--- config.mk ---
export PLATFORM = sky130hd
export DESIGN_NAME = sdtc_scan
export DESIGN_NICKNAME = d
export VERILOG_FILES = /design/src/rtl/shore_distance_tile_classifier_macros.svh /design/src/rtl/sdtc_pkg.sv /design/src/rtl/sdtc_scan.sv
export SDC_FILE = /design/constraint.sdc
export NUM_CORES = 1
export LEC_CHECK = 0
export ABC_AREA = 0
export BUFFER_PORTS_ARGS = -buffer_cell sky130_fd_sc_hd__buf_4
export CAP_MARGIN = 20
export CORE_ASPECT_RATIO = 1.4
export CORE_MARGIN = 5
export CORE_UTILIZATION = 50
export DETAILED_ROUTE_END_ITERATION = 16
export PLACE_DENSITY = 0.74
export RECOVER_POWER = 50
export SYNTH_ARGS = -nofsm -noshare
export SYNTH_HDL_FRONTEND = slang
export SYNTH_SLANG_ARGS = --single-unit
--- constraint.sdc ---
create_clock -name clock -period 7.4 [get_ports clock]
set_input_delay 0.74 -clock clock [delete_from_list [all_inputs] [get_ports clock]]
set_output_delay 0.74 -clock clock [all_outputs]
set_load 0.005 [all_outputs]
--- src/rtl/shore_distance_tile_classifier_macros.svh ---
// assertion helpers used by the top-level rtl file
`ifndef SHORE_DISTANCE_TILE_CLASSIFIER_MACROS_SVH
`define SHORE_DISTANCE_TILE_CLASSIFIER_MACROS_SVH

// same-cycle implication
`define SDTC_ASSERT_IMPL(label, clk, rst, ante, cons, msg) \
   label: assert property (@(posedge clk) disable iff (rst) (ante) |-> (cons)) \
      else $error(msg);

// next-cycle implication
`define SDTC_ASSERT_NEXT(label, clk, rst, ante, cons, msg) \
   label: assert property (@(posedge clk) disable iff (rst) (ante) |=> (cons)) \
      else $error(msg);

`endif

--- src/rtl/sdtc_pkg.sv ---
package sdtc_pkg;

   localparam int DIM_W      = 7;
   localparam int COL_W      = 6;
   localparam int ROW_W      = 6;
   localparam int SAMPLE_W   = 16;
   localparam int TILE_W     = 4;
   localparam int CLS_W      = 2;
   localparam int DIST_W     = 3;
   localparam int CSR_IDX_W  = 3;
   localparam int CSR_DATA_W = 16;

   localparam logic [1:0] MODE_LOAD = 2'd0;
   localparam logic [1:0] MODE_RUN  = 2'd1;
   localparam logic [1:0] MODE_READ = 2'd2;

   localparam logic [CLS_W-1:0] CLS_WATER = 2'd0;
   localparam logic [CLS_W-1:0] CLS_SAND  = 2'd1;
   localparam logic [CLS_W-1:0] CLS_GRASS = 2'd2;

   localparam logic [DIST_W-1:0] DIST_SAT = 3'd7;

   localparam logic [TILE_W-1:0] TILE_SAND       = 4'd0;
   localparam logic [TILE_W-1:0] TILE_GRASS_NEAR = 4'd1;
   localparam logic [TILE_W-1:0] TILE_GRASS_MID  = 4'd2;
   localparam logic [TILE_W-1:0] TILE_GRASS_FAR  = 4'd3;
   localparam logic [TILE_W-1:0] TILE_WATER_BASE = 4'd3;
   localparam logic [TILE_W-1:0] TILE_WATER_NEAR = 4'd4;
   localparam logic [TILE_W-1:0] TILE_WATER_FAR  = 4'd8;

   localparam logic [CSR_IDX_W-1:0] CSR_GRID_WIDTH   = 3'd0;
   localparam logic [CSR_IDX_W-1:0] CSR_GRID_HEIGHT  = 3'd1;
   localparam logic [CSR_IDX_W-1:0] CSR_WATER_LEVEL  = 3'd2;
   localparam logic [CSR_IDX_W-1:0] CSR_GRASS_LEVEL  = 3'd3;
   localparam logic [CSR_IDX_W-1:0] CSR_TEST_PATTERN = 3'd4;

   typedef struct packed {
      logic cls_rd;
      logic cls_wr;
      logic dist_rd;
      logic dist_wr;
   } sdtc_mem_ctl_type;

   typedef struct packed {
      logic busy;
      logic done;
   } sdtc_scan_stat_type;

endpackage

--- src/rtl/sdtc_scan.sv ---
module sdtc_scan #(
   parameter int MaxCols = 64,
   parameter int AddrW   = 12
) (
   input  logic                            clock,
   input  logic                            reset,
   input  logic                            start,
   input  logic [sdtc_pkg::DIM_W-1:0]      grid_w,
   input  logic [sdtc_pkg::DIM_W-1:0]      grid_h,
   input  logic [sdtc_pkg::CLS_W-1:0]      cls_q,
   input  logic [sdtc_pkg::DIST_W-1:0]     dist_qa,
   input  logic [sdtc_pkg::DIST_W-1:0]     dist_qb,
   output sdtc_pkg::sdtc_mem_ctl_type      ctl,
   output logic [AddrW-1:0]                cls_addr,
   output logic [AddrW-1:0]                dist_addr_a,
   output logic [AddrW-1:0]                dist_addr_b,
   output logic [AddrW-1:0]                wr_addr,
   output logic [sdtc_pkg::DIST_W-1:0]     wr_data,
   output sdtc_pkg::sdtc_scan_stat_type    stat
);
   import sdtc_pkg::*;

   localparam logic [AddrW-1:0] ROW_STEP = AddrW'(MaxCols);

   typedef enum logic [1:0] {S_IDLE, S_FWD, S_BWD, S_DRAIN} state_type;

   state_type         state_ff, state_in;
   logic [DIM_W-1:0]  row_ff, row_in;
   logic [DIM_W-1:0]  col_ff, col_in;
   logic [AddrW-1:0]  base_ff, base_in;
   logic              done_ff, done_in;
   logic              s1_valid_ff;
   logic              s1_bwd_ff;
   logic              s1_vert_ff;
   logic              s1_side_ff;
   logic              s1_fwd_a_ff;
   logic              s1_fwd_b_ff;
   logic [AddrW-1:0]  s1_addr_ff;
   logic [DIST_W-1:0] last_ff;

   logic [AddrW-1:0]  idx;
   logic [AddrW-1:0]  up_addr;
   logic [AddrW-1:0]  down_addr;
   logic [DIM_W-1:0]  col_max;
   logic [DIM_W-1:0]  row_max;
   logic              issue;
   logic              bwd;
   logic [DIST_W-1:0] val_a;
   logic [DIST_W-1:0] val_b;
   logic [DIST_W-1:0] cell_dist;

   function automatic logic [DIST_W-1:0] sat_inc(input logic [DIST_W-1:0] d);
      return (d == DIST_SAT) ? DIST_SAT : d + DIST_W'(1);
   endfunction

   function automatic logic [DIST_W-1:0] min_d(input logic [DIST_W-1:0] a,
                                               input logic [DIST_W-1:0] b);
      return (b < a) ? b : a;
   endfunction

   assign idx       = base_ff + AddrW'(col_ff);
   assign up_addr   = idx - ROW_STEP;
   assign down_addr = idx + ROW_STEP;
   assign col_max   = grid_w - DIM_W'(1);
   assign row_max   = grid_h - DIM_W'(1);
   assign issue     = (state_ff == S_FWD) || (state_ff == S_BWD);
   assign bwd       = (state_ff == S_BWD);

   assign cls_addr    = idx;
   assign dist_addr_a = bwd ? idx : up_addr;
   assign dist_addr_b = down_addr;

   assign ctl.cls_rd  = (state_ff == S_FWD);
   assign ctl.cls_wr  = 1'b0;
   assign ctl.dist_rd = issue;
   assign ctl.dist_wr = s1_valid_ff;

   // the cell written last cycle may be a neighbor read this cycle
   assign val_a = s1_fwd_a_ff ? last_ff : dist_qa;
   assign val_b = s1_fwd_b_ff ? last_ff : dist_qb;

   always_comb begin
      if (!s1_bwd_ff) begin
         cell_dist = (cls_q == CLS_SAND) ? '0 : DIST_SAT;
         if (s1_vert_ff) cell_dist = min_d(cell_dist, sat_inc(val_a));
      end else begin
         cell_dist = val_a;
         if (s1_vert_ff) cell_dist = min_d(cell_dist, sat_inc(val_b));
      end
      if (s1_side_ff) cell_dist = min_d(cell_dist, sat_inc(last_ff));
   end

   assign wr_addr = s1_addr_ff;
   assign wr_data = cell_dist;

   always_comb begin
      state_in = state_ff;
      row_in   = row_ff;
      col_in   = col_ff;
      base_in  = base_ff;
      done_in  = 1'b0;
      unique case (state_ff)
         S_IDLE: begin
            if (start) begin
               row_in   = '0;
               col_in   = '0;
               base_in  = '0;
               state_in = S_FWD;
            end
         end
         S_FWD: begin
            // backward pass starts on the cell where the forward pass ends
            if (col_ff == col_max && row_ff == row_max) begin
               state_in = S_BWD;
            end else if (col_ff == col_max) begin
               col_in  = '0;
               row_in  = row_ff + DIM_W'(1);
               base_in = base_ff + ROW_STEP;
            end else begin
               col_in = col_ff + DIM_W'(1);
            end
         end
         S_BWD: begin
            if (col_ff == '0 && row_ff == '0) begin
               state_in = S_DRAIN;
            end else if (col_ff == '0) begin
               col_in  = col_max;
               row_in  = row_ff - DIM_W'(1);
               base_in = base_ff - ROW_STEP;
            end else begin
               col_in = col_ff - DIM_W'(1);
            end
         end
         S_DRAIN: begin
            state_in = S_IDLE;
            done_in  = 1'b1;
         end
         default: state_in = S_IDLE;
      endcase
   end

   always_ff @(posedge clock) begin
      s1_bwd_ff   <= bwd;
      s1_addr_ff  <= idx;
      s1_vert_ff  <= bwd ? (row_ff != row_max) : (row_ff != '0);
      s1_side_ff  <= bwd ? (col_ff != col_max) : (col_ff != '0);
      s1_fwd_a_ff <= s1_valid_ff && (dist_addr_a == s1_addr_ff);
      s1_fwd_b_ff <= bwd && s1_valid_ff && (down_addr == s1_addr_ff);
      if (s1_valid_ff) begin
         last_ff <= cell_dist;
      end
      if (reset) begin
         state_ff    <= S_IDLE;
         row_ff      <= '0;
         col_ff      <= '0;
         base_ff     <= '0;
         done_ff     <= 1'b0;
         s1_valid_ff <= 1'b0;
      end else begin
         state_ff    <= state_in;
         row_ff      <= row_in;
         col_ff      <= col_in;
         base_ff     <= base_in;
         done_ff     <= done_in;
         s1_valid_ff <= issue;
      end
   end

   assign stat.busy = (state_ff != S_IDLE);
   assign stat.done = done_ff;

endmodule

==> impl_metrics.toml <==
[logic_synthesis]
synth.distinct_cells = 67
synthArstFlopShare_pct = 0
yosysTopAreaCell = "dfxtp_1"
postSynthCellCount = 437
synth_seq_cells = 44
syn_area_sq_um = 3800
synthXorXnorAreaFrac_pct = 17.3
synth_mux_area_share_pct = 4.77
synth-edff-count = 3
synth_warnings = 0
synth_area_leaders = "dfxtp_1 (22%), ha_1 (11%), xnor2_1 (10%), xor2_1 (5.1%), buf_4 (3.9%)"
synthSimpleGateAreaFrac_pct = 18.2
syn-num-nets = 496
synth_top_family_by_area = "simple AND/OR/NAND/NOR gates"
synth-seq-area-share_pct = 23.9
synth_fa_ha_area_share_pct = 11.8
synth_compound_area_share_pct = 14.6
yosysTopAreaCellShare_pct = 21.6
ys.flop_type = "dfxtp_1"
synth_area_per_cell_sq_um = 8.70

[cells_and_area]
area_delta_synth_final_pct = 15.3
final_nets = 548
layout_commonest_cell = "buf_4"
final_cell_mix = "buf_4 (46), xnor2_1 (45), dfxtp_1 (41)"
drive_gt1_share_pct = 21.8
antenna_cells = 0
stdcell_area_sq_um = 4390

[die]
chipWidth_microns = 83.7
floorplan.initialDensity_pct = 51.4
die_y_microns = 113
die-area_sq_um = 9480
rows = 37
core-area_sq_um = 7410
boundaryPins = 82

[sta]
fmax_mhz = 217
max_slew_margin_pct = -0.458
slew_violations = 32
final-setup-viol-count = 0
rsz0062_at_grt = "no"
hold_violations = 0
period_minus_slack_ps = 4610
setup_tns_ps = 0
period_share_pct = 62.3
tightest_slew_ps = 1510
fin_skew_ps = 15.1

[route]
totalWireLength_microns = 9180
dr.first_iter.drc_count = 137
firstDrtPassIters = 4
viasPerCell = 5.63
vias = 3305
antenna_left = 0
wl_per_cell_microns = 15.6
route.detailed.drc = 0

[global_routing]
grt_use_total_pct = 19.4
gr-usage-met3_pct = 4.01
grt.busiest_layer = "met2"
grtUsageMet2_pct = 35.4
grt_pass1_vias = 3285
antenna_found_initial = 0
grt_pass1_wl_microns = 15300
grt_overflow = 0
grt_max_degree = 32
grt_use_met1_pct = 21.6

[flow_run]
maxCapViolCount = 1

[place]
gp_congestion = 0.884
placed_area_sq_um = 4300
dp_hpwl_microns = 7300
port-buffer-count = 80

[outcome]
status = "finished, violations left"
violations = "max-capacitance violations, max-slew violations"

[clock_network]
cts_tree = "yes"
ctsHoldBuffers = 0
post-cts-setup-buffer-count = 0
post_cts_resized = 0
worstSkewPairLatency_ps = 310
clockRootBuffer = "clkbuf_8"
cts_sinks = 44
h-tree-depth = 2
cts_buffer_depth = 2
cts_inserted_buffers = 5
clk_pin_slew_ps = 80

[critical_path]
worstPathRequired_ps = 6660
slowest_stage = "a211oi_1"
critPathMaxFanout = 4
crit_family = "adder cells"
start_kind = "primary input"
max_stage_delay_ps = 430
cpMostUsedCell = "ha_1"
worst-path-buf-inv = 2
critPathArrivalTime_ps = 3870
worst-setup-path-type = "in2out"
crit_chain = "buf_4, mux2_2, ha_1, or2_2, ha_1, nand2_1, and3_1, nand2b_1, mux2_2, a21oi_1, ha_1, a211oi_1, o21ai_0, mux2i_1, buf_4"
end_kind = "output pin"

[power]
leakagePower_nw = 1.94
power_density_nw_per_um2 = 290
clkPwrFrac_pct = 14.7
fin_total_pwr_w = 0.00127
ir_drop_mv = 0.145
seqPwrFrac_pct = 26.5
comb_power_share_pct = 58.8
switching_power_w = 0.000562
p_int_w = 0.000708
power_switching_share_pct = 44.3

[hold_path]
hold_path.class = "reg2reg"
[layer usage]
layer | part of all wire [%] | vias up | wire length (microns)
met5 | 0 | - | 0
met4 | 3.1 | 0 | 287
met3 | 5.0 | 21 | 463
met2 | 52 | 105 | 4800
met1 | 39 | 1566 | 3620
li1 | - | 1613 | -
[final cells by class]
cell class | count | area [sq um]
inverters | 32 | 120
well taps | 97 | 121
clock inverters | 2 | 35.0
fillers | 695 | 3020
repair buffers | 81 | 586
multi-input cells | 325 | 2540
clock buffers | 6 | 72.6
flip-flops and latches | 44 | 911
[flip-flops by register name, summed over array words and instances, names as in the netlist, 2 cells and up]
register,flops
last_ff,3
state_ff,2
wr_addr,12
base_ff,6
row_ff,7
col_ff,7
[metrics by stage]
stage	utilization, %	hold WS [ps]	std cells	setup slack (ps)
3_3_place_gp	58.1	497	579	2950
6_report	59.2	517	587	2790
2_1_floorplan	-	391	437	3320
4_1_cts	59.5	525	587	2800
3_5_place_dp	58.1	513	579	2820
5_1_grt	59.2	556	587	2620
[power groups by stage]
stage	logic, W	registers, W	clock network (W)
3_3_place_gp	0.000735	0.000341	0
5_1_grt	0.000822	0.000345	0.000202
2_1_floorplan	0.000530	0.000324	0
6_report	0.000747	0.000336	0.000187
4_1_cts	0.000758	0.000337	0.000190
3_5_place_dp	0.000755	0.000342	0
[worst min-delay path: stages, from the launching register on]
cell	delay [ps]
dfxtp_1	340
inv_1	50
o21ai_0	80
[kinds of logic after synthesis]
group	count (synthesis)
adder cells (fa/ha/maj)	35
buffers and inverters	68
other	1
AND/OR/NAND/NOR	123
AO/OA/AOI/OAI	80
flip-flops	44
XOR/XNOR	70
multiplexers	16
[synthesized netlist by cell type, drive strengths merged (6+ instances only)]
| library cell | n |
|---|---|
| clkbuf | 8 |
| nor3 | 11 |
| nand2b | 6 |
| nand4 | 7 |
| o21ai | 12 |
| a32o | 6 |
| nor2 | 15 |
| mux2i | 8 |
| dfxtp | 41 |
| nand3 | 19 |
| xor2 | 22 |
| ha | 32 |
| a21oi | 26 |
| mux2 | 7 |
| xnor2 | 45 |
| buf | 28 |
| and3 | 7 |
| nand2 | 32 |
| inv | 30 |
[final timing paths]
kind                            slack [ps]  cells after the start                  endpoint                     start
worst min-delay path                   520                      2  base_ff[11]$_SDFFE_PP0P_  base_ff[11]$_SDFFE_PP0P_
worst min register to register         520                      2  base_ff[11]$_SDFFE_PP0P_  base_ff[11]$_SDFFE_PP0P_
worst max-delay path                  2790                     15                wr_data[1]                dist_qb[0]
worst max register to register        3740                      9       s1_fwd_a_ff$_DFF_P_  state_ff[0]$_SDFFE_PP0P_
No activity file was read; power rests on OpenSTA's default activity.
